**config.mk**
```make
export PLATFORM = sky130hd
export DESIGN_NAME = lfbp_ram
export DESIGN_NICKNAME = d
export VERILOG_FILES = /design/src/rtl/lfbp_pkg.sv /design/src/rtl/lfbp_ram.sv
export SDC_FILE = /design/constraint.sdc
export NUM_CORES = 2
export LEC_CHECK = 0
export CORE_MARGIN = 5
export CORE_UTILIZATION = 57
export DETAILED_ROUTE_END_ITERATION = 12
export DONT_BUFFER_PORTS = 1
export PLACE_DENSITY_LB_ADDON = 0.05
export RECOVER_POWER = 50
export SLEW_MARGIN = 5
export SYNTH_ARGS = -nofsm -noshare
export SYNTH_HDL_FRONTEND = slang
export SYNTH_MEMORY_MAX_BITS = 65536
export SYNTH_SLANG_ARGS = --single-unit
```
**constraint.sdc**
```tcl
create_clock -name clk_i -period 5.19 [get_ports clk_i]
set_input_delay 0 -clock clk_i [delete_from_list [all_inputs] [get_ports clk_i]]
set_output_delay 0 -clock clk_i [all_outputs]
set_load 0.05 [all_outputs]
```
**src/rtl/lfbp_pkg.sv**
```systemverilog
`default_nettype none

package lfbp_pkg;

  localparam int STORE_BYTES_DEF = 1024;
  localparam int WORD_BITS_DEF   = 64;

  localparam int DATA_W    = 64;
  localparam int COUNT_W   = 4;
  localparam int CURSOR_W  = 14;
  localparam int MAX_BITS  = 8;
  localparam int ROW_W     = 64;
  localparam int WIN_W     = 2 * ROW_W;
  localparam int WIN_BYTES = WIN_W / 8;
  localparam int OFF_W     = 6;
  localparam int NB_W      = 7;
  localparam int VCNT_W    = 5;

  typedef enum logic [2:0] {
    MODE_WRITE_BITS = 3'd0,
    MODE_READ_BITS  = 3'd1,
    MODE_WRITE_WORD = 3'd2,
    MODE_READ_WORD  = 3'd3,
    MODE_APPEND     = 3'd4
  } mode_e;

  typedef enum logic [1:0] {
    ST_OK       = 2'd0,
    ST_PAST_END = 2'd1,
    ST_FULL     = 2'd2
  } status_e;

  typedef enum logic [1:0] {
    OP_NONE,
    OP_WRITE,
    OP_READ,
    OP_APPEND
  } op_e;

  typedef struct packed {
    logic [2:0]         mode;
    logic [DATA_W-1:0]  data_in;
    logic [COUNT_W-1:0] bit_count;
  } in_t;

  typedef struct packed {
    logic [DATA_W-1:0]   read_data;
    status_e             status;
    logic [CURSOR_W-1:0] cursor_out;
  } out_t;

  // per-transaction control handed from the check stage to the row datapath
  typedef struct packed {
    op_e                 op;
    status_e             status;
    logic [OFF_W-1:0]    offset;
    logic [NB_W-1:0]     nbits;
    logic [VCNT_W-1:0]   vcnt;
    logic                lo_odd;
    logic [CURSOR_W-1:0] cursor;
    logic [DATA_W-1:0]   data;
  } s1_t;

endpackage

`default_nettype wire

```
**src/rtl/lfbp_ram.sv**
```systemverilog
`default_nettype none

module lfbp_ram #(
  parameter int DEPTH = 65,
  parameter int AW    = 7
) (
  input  wire logic                           clk_i,
  input  wire logic                           we_i,
  input  wire logic [AW-1:0]                  waddr_i,
  input  wire logic [lfbp_pkg::ROW_W-1:0]     wdata_i,
  input  wire logic                           re_i,
  input  wire logic [AW-1:0]                  raddr_i,
  output logic      [lfbp_pkg::ROW_W-1:0]     rdata_o
);

  logic [lfbp_pkg::ROW_W-1:0] mem_q [DEPTH];
  logic [lfbp_pkg::ROW_W-1:0] rdata_q;

  always_ff @(posedge clk_i) begin
    if (we_i) begin
      mem_q[waddr_i] <= wdata_i;
    end
    if (re_i) begin
      rdata_q <= mem_q[raddr_i];
    end
  end

  assign rdata_o = rdata_q;

endmodule

`default_nettype wire

```
==> impl_metrics.ini <==
[run_status]
status = finished with violations
violations = max-capacitance violations, max-slew violations

[worst_setup_path]
required_ps = 5880
r2r_slack_ps = 1870
path_delay_family = buffers and inverters
cp_max_fo = 70
r2r_start = mem_q[44][61]
end_kind = flip-flop
cpMostUsedCell = dlygate4sd3_1
cp-start-kind = input port
critPathKind = in2reg
reg2regPathDepth = 7
max_stage_delay_ps = 1120
crit_slowest_cell = dlygate4sd3_1
worstPathCellList = dlygate4sd3_1, buf_16, buf_16, mux2i_1, dlygate4sd3_1, o21ai_1, dlygate4sd3_1, a221o_1, dlygate4sd3_1
crit_arrival_ps = 4380
r2r-end = rdata_o[61]
cp.buffers_inverters = 6

[sta]
max_freq_mhz = 271.0
final-max-slew-violation-count = 4178
max_slew.worst_pin.slew_ps = 3827
setup_tns_ps = 0
setup_viol = 0
slew_headroom = -1.551
min_period_ps = 3690
rsz0062_at_grt = no
fin_crit_sh = 0.7109
fin_hold_ws_ps = 21.45
finClkSkew_ps = 37.83
final-hold-violation-count = 0

[route]
wl_per_cell_um = 36.63
wirelength_um = 438300
via_per_inst = 6.678
ant_nets = 0
drt_iter0_drc = 9837
first_pass_iters = 5
vias = 79900
drcViolationCount = 0

[power_and_ir_drop]
ir_worst_vdd_uv = 314.9
p_total_mw = 71.12
powerDensity_nw_per_um2 = 391.0
cellLeakagePower_nw = 58.25

[die]
die_h_um = 540.4
io_pins = 145
rows = 194
core_area_um2 = 279600
initial_core_util = 0.5734
dieArea_um2 = 292000
dieWidth_um = 540.4

[synth]
synth.avg_cell_area_um2 = 21.46
synth_seq_cells = 4224
yosys-top-cells-area = edfxtp_1, mux4_2, mux2i_1
ys_warn_count = 0
synth_top_area_frac = 0.7911
async_flop_share = 0
muxShareOfSynthArea = 0.1463
synth_nets = 7551
seq_area_frac_synth = 0.7911
syn_area_um2 = 160300
netlist_instances = 7470
synthXorXnorAreaFrac = 0
synth_edf_count = 4224
synth_flop_cell = edfxtp_1
synth_top_family_by_area = multiplexers
synth_simple_gate_area_frac = 0.01061
synth_compound_area_frac = 0.03896
synth_fa_ha_area_frac = 0
synthDistinctLibCells = 39
yosysTopAreaCell = edfxtp_1

[cts]
cts_tree = yes
clk_pin_slew_ps = 60
cts-resized-gates = 0
cts_buffers = 418
root_buffer = clkbuf_16
cts_max_level = 5
insertion_delay_ps = 960
cts.hold.buffers_added = 218
clock_sinks = 4224
cts_setup_buffers = 0
cts_buffer_depth = 4

[final_layout]
stdcell_area_um2 = 181900
multiInputGateArea_um2 = 32020
final_nets = 7954
register_area_um2 = 126800
layout_commonest_cell = edfxtp_1
drive_gt1_frac = 0.1926
layout.cells.non_filler = 11970
area_delta_synth_final_pct = 13.43
final_cell_mix = edfxtp_1, mux2i_1, mux4_2
num-fill-cells = 18540

[global_route]
grt_pass1_vias = 80680
grt_overflow = 0
grt_max_degree = 524
grt_pass1_wl_um = 616500
antenna_found_initial = 14
track_usage = 0.2992

[placement]
place_area_um2 = 166200
dpl.hpwl_um = 206300
place_congestion = 0.7770
portBuffers = 0
dp.cells = 10950

[min_path]
min_to = rdata_o[6]
min_delay_path_depth = 4
hp-start = raddr_i[0]
hp-class = in2reg

[run]
maxCapViolCount = 68
final cells by class:
type                            instances  share of cell area
Clock buffer                          490             0.05946
Sequential cell                      4224              0.6974
Clock inverter                        285             0.01533
Timing Repair Buffer                  422             0.02597
Multi-Input combinational cell       2807              0.1760
Tap cell                             3724             0.02562
Antenna cell                           14           0.0001926
how the worst max path moves through the flow:
stage	start	endpoint	slack, ps	cells past startpoint
floorplan	we_i	mem_q[20][0]	-310	3
global placement	raddr_i[2]	rdata_o[32]	1700	10
detailed placement	raddr_i[2]	rdata_o[32]	1670	10
CTS	mem_q[61][61]	rdata_o[61]	1890	7
global route	raddr_i[4]	rdata_o[61]	1520	9
finish	raddr_i[4]	rdata_o[61]	1500	9
flip-flops by register name, indices dropped and copies added (netlist names):
| register | count |
|---|---|
| rdata_o | 64 |
| mem_q | 4160 |
routing by layer:
metal / track usage / part of all wire / vias to the layer above / wire length [um]
met4: 0.1217 / 0.048 / 2 / 21030
met2: 0.4781 / 0.48 / 3803 / 210000
li1: - / - / 32440 / -
met1: 0.4210 / 0.39 / 42840 / 170500
met3: 0.04670 / 0.084 / 820 / 36790
met5: 0 / 0.000034 / - / 15
worst min-delay path, cell delays in order:
cell and delay, ps:
mux4_2 210, mux2i_1 110, o21ai_0 270, a221o_1 190
logic make-up (layout without fill, tap and decap cells):
logic type | count (synthesis) | count (layout)
flops | 4224 | 4224
mux | 1536 | 1536
compound gates | 897 | 897
buf+inv | 439 | 1197
simple gates | 374 | 374
other cells | 0 | 14
stage by stage:
stage | utilization | worst slack, ps
2_1_floorplan | - | -314.7
5_1_grt | 0.6504 | 1522
6_report | 0.6504 | 1500
3_3_place_gp | 0.5942 | 1701
3_5_place_dp | 0.5942 | 1674
4_1_cts | 0.6553 | 1886
cell usage after synthesis, drive strengths merged, types with 2 or more instances:
master / n
a221oi: 128
o221ai: 126
clkbuf: 173
a31oi: 63
nand3: 10
a22oi: 128
nor2b: 9
nand4b: 3
a221o: 64
a21oi: 65
o21ai: 257
nor4: 63
nor3: 9
nand4: 2
o22ai: 65
buf: 266
mux2i: 832
mux4: 640
mux2: 64
edfxtp: 4224
nand2b: 3
nor2: 126
and2: 2
nand2: 136
nand4bb: 3
power breakdown:
group,switching [mW],internal [mW],total [mW]
Clock,12.8,17.3,30.0
Sequential,0.256,37.8,38.0
Combinational,1.96,1.09,3.04
Total,15.0,56.1,71.1
Note: power is estimated with default switching activity, not from simulation.
