### config.mk
export PLATFORM = sky130hd
export DESIGN_NAME = lfbp_ctrl
export DESIGN_NICKNAME = d
export VERILOG_FILES = /design/src/rtl/lfbp_pkg.sv /design/src/rtl/lfbp_ctrl.sv
export SDC_FILE = /design/constraint.sdc
export NUM_CORES = 1
export LEC_CHECK = 0
export BUFFER_PORTS_ARGS = -buffer_cell sky130_fd_sc_hd__buf_2
export CAP_MARGIN = 30
export CORE_MARGIN = 3
export CORE_UTILIZATION = 52
export CTS_CLUSTER_SIZE = 24
export DETAILED_ROUTE_END_ITERATION = 8
export GPL_TIMING_DRIVEN = 0
export PLACE_DENSITY = 0.84
export RECOVER_POWER = 50
export SYNTH_ARGS = -nofsm -noshare
export SYNTH_HDL_FRONTEND = slang
export SYNTH_SLANG_ARGS = --single-unit
### constraint.sdc
create_clock -name clk_i -period 5.9 [get_ports clk_i]
set_input_delay 0.885 -clock clk_i [delete_from_list [all_inputs] [get_ports clk_i]]
set_output_delay 0.885 -clock clk_i [all_outputs]
set_load 0.03 [all_outputs]
### src/rtl/lfbp_pkg.sv
`default_nettype none

package lfbp_pkg;

  localparam int STORE_BYTES_DEF = 1024;
  localparam int WORD_BITS_DEF   = 64;

  localparam int DATA_W    = 64;
  localparam int COUNT_W   = 4;
  localparam int CURSOR_W  = 14;
  localparam int MAX_BITS  = 8;
  localparam int ROW_W     = 64;
  localparam int WIN_W     = 2 * ROW_W;
  localparam int WIN_BYTES = WIN_W / 8;
  localparam int OFF_W     = 6;
  localparam int NB_W      = 7;
  localparam int VCNT_W    = 5;

  typedef enum logic [2:0] {
    MODE_WRITE_BITS = 3'd0,
    MODE_READ_BITS  = 3'd1,
    MODE_WRITE_WORD = 3'd2,
    MODE_READ_WORD  = 3'd3,
    MODE_APPEND     = 3'd4
  } mode_e;

  typedef enum logic [1:0] {
    ST_OK       = 2'd0,
    ST_PAST_END = 2'd1,
    ST_FULL     = 2'd2
  } status_e;

  typedef enum logic [1:0] {
    OP_NONE,
    OP_WRITE,
    OP_READ,
    OP_APPEND
  } op_e;

  typedef struct packed {
    logic [2:0]         mode;
    logic [DATA_W-1:0]  data_in;
    logic [COUNT_W-1:0] bit_count;
  } in_t;

  typedef struct packed {
    logic [DATA_W-1:0]   read_data;
    status_e             status;
    logic [CURSOR_W-1:0] cursor_out;
  } out_t;

  // per-transaction control handed from the check stage to the row datapath
  typedef struct packed {
    op_e                 op;
    status_e             status;
    logic [OFF_W-1:0]    offset;
    logic [NB_W-1:0]     nbits;
    logic [VCNT_W-1:0]   vcnt;
    logic                lo_odd;
    logic [CURSOR_W-1:0] cursor;
    logic [DATA_W-1:0]   data;
  } s1_t;

endpackage

`default_nettype wire

### src/rtl/lfbp_ctrl.sv
`default_nettype none

module lfbp_ctrl #(
  parameter int STORE_BYTES = lfbp_pkg::STORE_BYTES_DEF,
  parameter int WORD_BITS   = lfbp_pkg::WORD_BITS_DEF,
  parameter int BANK_AW     = 7
) (
  input  wire logic                 clk_i,
  input  wire logic                 rst_ni,
  input  wire logic                 in_valid_i,
  input  wire lfbp_pkg::in_t        in_data_i,
  output logic                      in_stall_o,
  input  wire logic                 advance_i,
  output logic                      accept_o,
  output logic      [BANK_AW-1:0]   rd_addr_even_o,
  output logic      [BANK_AW-1:0]   rd_addr_odd_o,
  output logic                      s1_valid_o,
  output lfbp_pkg::s1_t             s1_o,
  output logic      [BANK_AW-1:0]   s1_addr_even_o,
  output logic      [BANK_AW-1:0]   s1_addr_odd_o
);

  localparam int FIL_W   = $clog2(STORE_BYTES + 1);
  localparam int POS_W   = FIL_W + 3;
  localparam int POS_W1  = POS_W + 1;
  localparam int RIDX_W  = POS_W - 6;
  localparam int CW      = lfbp_pkg::CURSOR_W;
  localparam int NB_W    = lfbp_pkg::NB_W;
  localparam int OFF_W   = lfbp_pkg::OFF_W;
  localparam int VCNT_W  = lfbp_pkg::VCNT_W;
  localparam int COUNT_W = lfbp_pkg::COUNT_W;

  localparam logic [POS_W:0]       CAP_BITS  = POS_W1'(8 * STORE_BYTES);
  localparam logic [FIL_W-1:0]     CAP_BYTES = FIL_W'(STORE_BYTES);
  localparam logic [NB_W-1:0]      WORD_N    = NB_W'(WORD_BITS);
  localparam logic [COUNT_W-1:0]   MAX_CNT   = COUNT_W'(lfbp_pkg::MAX_BITS);
  localparam logic [FIL_W-1:0]     WIN_LIM   = FIL_W'(lfbp_pkg::WIN_BYTES);

  logic [POS_W-1:0]   cursor_q, cursor_d;
  logic [FIL_W-1:0]   filled_q, filled_d;
  logic               s1_valid_q;
  lfbp_pkg::s1_t      s1_q, s1_d;
  logic [BANK_AW-1:0] addr_even_q, addr_odd_q;
  logic [BANK_AW-1:0] addr_even, addr_odd;

  logic [COUNT_W-1:0] cnt;
  logic [NB_W-1:0]    nbits;
  logic [POS_W:0]     sum;
  logic [POS_W:0]     filled_bits;
  logic [POS_W:0]     grow_sum;
  logic [FIL_W-1:0]   grow_bytes;
  logic [POS_W-1:0]   pos;
  logic [RIDX_W-1:0]  ridx;
  logic [FIL_W-1:0]   vdiff;
  logic               accept;

  assign in_stall_o = s1_valid_q && !advance_i;
  assign accept     = in_valid_i && !in_stall_o;

  always_comb begin
    cnt = (in_data_i.bit_count > MAX_CNT) ? MAX_CNT : in_data_i.bit_count;

    case (in_data_i.mode)
      lfbp_pkg::MODE_WRITE_BITS, lfbp_pkg::MODE_READ_BITS: begin
        nbits = NB_W'(cnt);
      end
      lfbp_pkg::MODE_WRITE_WORD, lfbp_pkg::MODE_READ_WORD: begin
        nbits = WORD_N;
      end
      default: begin
        nbits = '0;
      end
    endcase

    sum         = {1'b0, cursor_q} + POS_W1'(nbits);
    filled_bits = {1'b0, filled_q, 3'b000};
    grow_sum    = sum + POS_W1'(7);
    grow_bytes  = grow_sum[POS_W-1:3];

    pos  = (in_data_i.mode == lfbp_pkg::MODE_APPEND) ? {filled_q, 3'b000} : cursor_q;
    ridx = pos[POS_W-1:6];

    addr_odd  = BANK_AW'(ridx >> 1);
    addr_even = BANK_AW'((ridx >> 1) + RIDX_W'(ridx[0]));

    vdiff = filled_q - {ridx, 3'b000};

    cursor_d = cursor_q;
    filled_d = filled_q;

    s1_d.op     = lfbp_pkg::OP_NONE;
    s1_d.status = lfbp_pkg::ST_OK;
    s1_d.offset = pos[OFF_W-1:0];
    s1_d.nbits  = nbits;
    s1_d.vcnt   = (vdiff > WIN_LIM) ? VCNT_W'(lfbp_pkg::WIN_BYTES) : vdiff[VCNT_W-1:0];
    s1_d.lo_odd = ridx[0];
    s1_d.data   = in_data_i.data_in;

    case (in_data_i.mode)
      lfbp_pkg::MODE_WRITE_BITS, lfbp_pkg::MODE_WRITE_WORD: begin
        if (sum <= CAP_BITS) begin
          s1_d.op  = lfbp_pkg::OP_WRITE;
          cursor_d = sum[POS_W-1:0];
          if (grow_bytes > filled_q) begin
            filled_d = grow_bytes;
          end
        end else begin
          s1_d.status = lfbp_pkg::ST_FULL;
        end
      end
      lfbp_pkg::MODE_READ_BITS, lfbp_pkg::MODE_READ_WORD: begin
        if (sum <= filled_bits) begin
          s1_d.op  = lfbp_pkg::OP_READ;
          cursor_d = sum[POS_W-1:0];
        end else begin
          s1_d.status = lfbp_pkg::ST_PAST_END;
        end
      end
      lfbp_pkg::MODE_APPEND: begin
        if (filled_q < CAP_BYTES) begin
          s1_d.op  = lfbp_pkg::OP_APPEND;
          filled_d = filled_q + FIL_W'(1);
        end else begin
          s1_d.status = lfbp_pkg::ST_FULL;
        end
      end
      default: begin
      end
    endcase

    s1_d.cursor = CW'(cursor_d);
  end

  always_ff @(posedge clk_i or negedge rst_ni) begin
    if (!rst_ni) begin
      cursor_q   <= '0;
      filled_q   <= '0;
      s1_valid_q <= 1'b0;
    end else begin
      if (accept) begin
        cursor_q <= cursor_d;
        filled_q <= filled_d;
      end
      s1_valid_q <= accept || (s1_valid_q && !advance_i);
    end
  end

  always_ff @(posedge clk_i) begin
    if (accept) begin
      s1_q        <= s1_d;
      addr_even_q <= addr_even;
      addr_odd_q  <= addr_odd;
    end
  end

  assign accept_o       = accept;
  assign rd_addr_even_o = addr_even;
  assign rd_addr_odd_o  = addr_odd;
  assign s1_valid_o     = s1_valid_q;
  assign s1_o           = s1_q;
  assign s1_addr_even_o = addr_even_q;
  assign s1_addr_odd_o  = addr_odd_q;

endmodule

`default_nettype wire

==> metrics.md <==
| Metric | Value |
|---|---|
| # diodes | `0` |
| First-pass GRT wire length | `28.4 mm` |
| Yosys cell types | `between 60 and 70` |
| Type of the most critical hold path | `reg -> reg` |
| CTS clk-pin slew, worst paths | `0.06 ns` |
| Clock Path Buffers | `2` |
| Port Buffers | `203` |
| Seq/Total Area, Yosys | `approximately 58%` |
| R2R Path Start | `cursor_q[0]` |
| Slowest-stage cell, CP | `a311o_1` |
| Max_cap viols | `2` |
| Fillers | `approximately 1000` |
| Crit path launch type | `primary input` |
| Synth Cell Area | `6980 µm²` |
| Crit Path Max Fanout | `10` |
| Slew margin rel. | `-41.3%` |
| CP Capture Type | `register` |
| Cell area after placement | `8240 µm²` |
| Full die area | `14800 µm²` |
| WS Path Type | `in -> reg` |
| Leak | `3.73 nW` |
| Worst path arrival time | `around 6 ns` |
| Count leader, synth | `edfxtp_1` |
| Vias in the first global route | `approximately 5300` |
| Drt drc | `0` |
| Clock Tree Root | `clkbuf_16` |
| Area contributors post-synth | `edfxtp_1, dfrtp_1, ha_1` |
| Top-area cell type share of the netlist area | `48.6%` |
| Hold_sp | `filled_q[2]` |
| Max-slew violations | `72` |
| Total power density per cell area | `around 390 nW/µm²` |
| Crit path from | `in_data_i[70]` |
| Clock Skew | `0.00867 ns` |
| Max H-tree Level | `4` |
| Final setup TNS | `0 ns` |
| Post-synth EDFFs | `113` |
| Cell taking the most area after synthesis | `edfxtp_1` |
| Reg area | `a little over 4000 µm²` |
| Core footprint | `12900 µm²` |
| Drt via density | `5.53` |
| Die Height | `122 µm` |
| Proportion of layout cells with a drive suffix above 1 | `26.5%` |
| Final Cycle Share | `96.7%` |
| WP buf/inv | `4` |
| Critical path's largest stage delay | `0.47 ns` |
| DRT antenna net count | `0` |
| Total gr overflow | `0` |
| Clk sinks | `about 140` |
| Cells after Synth | `585` |
| Design Area, Final | `8840 µm²` |
| Nets@finish | `931` |
| Io pins | `between 200 and 250` |
| CP Cell Sequence | `buf_2 > buf_2 > clkbuf_2 > nor3b_1 > ha_1 > a21o_1 > nand2_1 > a311o_1 > or3_4 > xnor2_1 > nand4_1 > xnor2_1 > ha_1 > nand4_1 > nor3_1 > or4_1 > nor2_1 > o31a_1 > clkbuf_4 > o21ai_0 > a22oi_1` |
| Status | `finished, violations left` |
| Post-DP HPWL | `roughly 14 mm` |
| Commonest cells post-synth | `edfxtp_1, inv_1, nand2_1, ha_1, o21ai_0` |
| Initial DRC Count | `between 400 and 500` |
| Drt pass-1 iters | `5` |
| Die width | `between 100 and 150 µm` |
| Worst-Skew Late Latency | `0.42 ns` |
| Placer Congestion | `0.955` |
| CTS Buf Count | `17` |
| Syn-to-layout area delta | `26.8%` |
| Asr flop ratio synth | `between 10% and 20%` |
| Post-Syn Area per Cell | `11.9 µm²` |
| Wire length per cell | `19.1 µm` |
| Final setup fails | `0` |
| Slew @ Worst Pin | `around 2.1 ns` |
| Initial antenna violation count | `0` |
| Worst vdd ir | `roughly 210 µV` |
| Largest net degree at the start of global routing | `71` |
| Worst endpoint required time | `about 6.2 ns` |
| Worst path top cell family by delay | `simple AND/OR/NAND/NOR gates` |
| Failing checks | `capacitance limit, slew limit` |
| FP Rows | `41` |
| CTS tree | `built` |
| Total Wirelength | `approximately 19 mm` |
| Fin. Hold Viols | `0` |
| Area of the multi-input gates | `2690 µm²` |
| Yosys warns | `0` |
| Synthesis-stage register bit count | `139` |
| Top_reg_cell synth | `edfxtp_1` |
| Max Freq | `between 150 and 200 MHz` |
| Global-route usage over all layers | `about a quarter` |
| Tmin final | `5.70 ns` |
| Vias | `5531` |
| Starting Density | `between 50% and 60%` |
## kinds of logic after synthesis
family	count (synthesis)	synth area share (%)
compound gates	111	10.2
xor+xnor	39	4.90
fa+ha+maj	40	7.39
buf+inv	74	4.65
flops	139	58.0
mux	18	2.76
other cells	1	0.0538
simple gates	163	12.1
## worst reg2reg max path, stage by stage (launching register included)
cell and delay, ns:
dfrtp_1 0.39, ha_1 0.22, inv_1 0.06, fa_1 0.39, nand2b_2 0.27, a211oi_4 0.28
nor2_1 0.16, or4_1 0.56, nand2_1 0.14, nand4_1 0.14, xnor2_1 0.25, ha_1 0.29
nand4_1 0.13, nor3_1 0.08, or4_1 0.39, nor2_1 0.12, o31a_1 0.25, clkbuf_4 0.26
o21ai_0 0.13, a22oi_1 0.22
## layout by cell type, fill, tap and decap left out, drive strengths merged, types with 7 or more instances in the layout
| master | netlist | layout |
|---|---|---|
| and2 | 8 | 8 |
| ha | 38 | 38 |
| inv | 42 | 43 |
| buf | 18 | 164 |
| nand2 | 39 | 39 |
| xnor2 | 24 | 24 |
| nand2b | 11 | 11 |
| nand4 | 7 | 7 |
| dfrtp | 26 | 26 |
| a211oi | 8 | 8 |
| nor3 | 12 | 12 |
| clkbuf | 14 | 97 |
| a21oi | 24 | 24 |
| nand3 | 14 | 14 |
| nor2 | 34 | 34 |
| mux2i | 8 | 8 |
| nor2b | 9 | 9 |
| xor2 | 15 | 15 |
| edfxtp | 113 | 113 |
| o21ai | 39 | 39 |
| mux2 | 10 | 10 |
| o31ai | 7 | 7 |
## per-layer routing
layer  up-vias  global-route usage, %  share of wire, %
met5         -                      0                 0
met4         0                   8.96               2.7
met3        35                   7.89               8.9
met2       265                   42.2                49
met1      2650                   30.5                39
li1       2581                      -                 -
## through the flow
stage / std cells / hold WS, ns / setup WS, ns / total power [mW] / util (%)
after floorplan: 586 / 0.493 / 0.389 / 2.13 / -
after global placement: 961 / 0.516 / -0.846 / 2.40 / 63.8
after detailed placement: 962 / 0.537 / -0.811 / 2.43 / 64.0
after CTS: 996 / 0.509 / 0.0124 / 3.45 / 68.6
after global routing: 1001 / 0.568 / -0.0357 / 3.64 / 68.7
final: 1001 / 0.548 / 0.197 / 3.45 / 68.7
## flip-flops by register name (all words and copies together) (netlist names)
name,count
cursor_q,14
filled_q,11
s1_addr_even_o,7
s1_addr_odd_o,7
s1_o,99
s1_valid_o,1
## power by group
part / total (mW) / switching, mW / internal [mW] / leakage (nW)
logic: 1.18 / 0.754 / 0.422 / 2.06
registers: 1.28 / 0.0777 / 1.20 / 1.41
clock network: 0.993 / 0.414 / 0.579 / 0.255
## repair_timing
action                     CTS  global route
resized for setup            4            17
pin swaps                    1             3
gates cloned                 0             0
setup endpoints to repair   11            17
setup buffers                2             5
hold buffers                 0             0
## path summary, 6_finish.rpt
kind                                end  slack (ns)  cells past startpoint
max                         filled_q[4]        0.20                     21
min                         filled_q[2]        0.55                      1
max reg2reg                 filled_q[4]        1.08                     19
min reg2reg                 filled_q[2]        0.55                      1
max in group asynchronous  filled_q[10]        4.08                      1
min in group asynchronous   cursor_q[0]        0.87                      1
## area by class of cell
type,count,area share (%)
timing repair buffer,211,11.5
sequential,139,45.7
clock buffer,18,4.85
tap,172,2.43
clock inverter,14,1.39
multi-input combinational,373,30.4
inverter,42,1.80
buffer,32,1.95
Power figures use the tool's default switching activity.
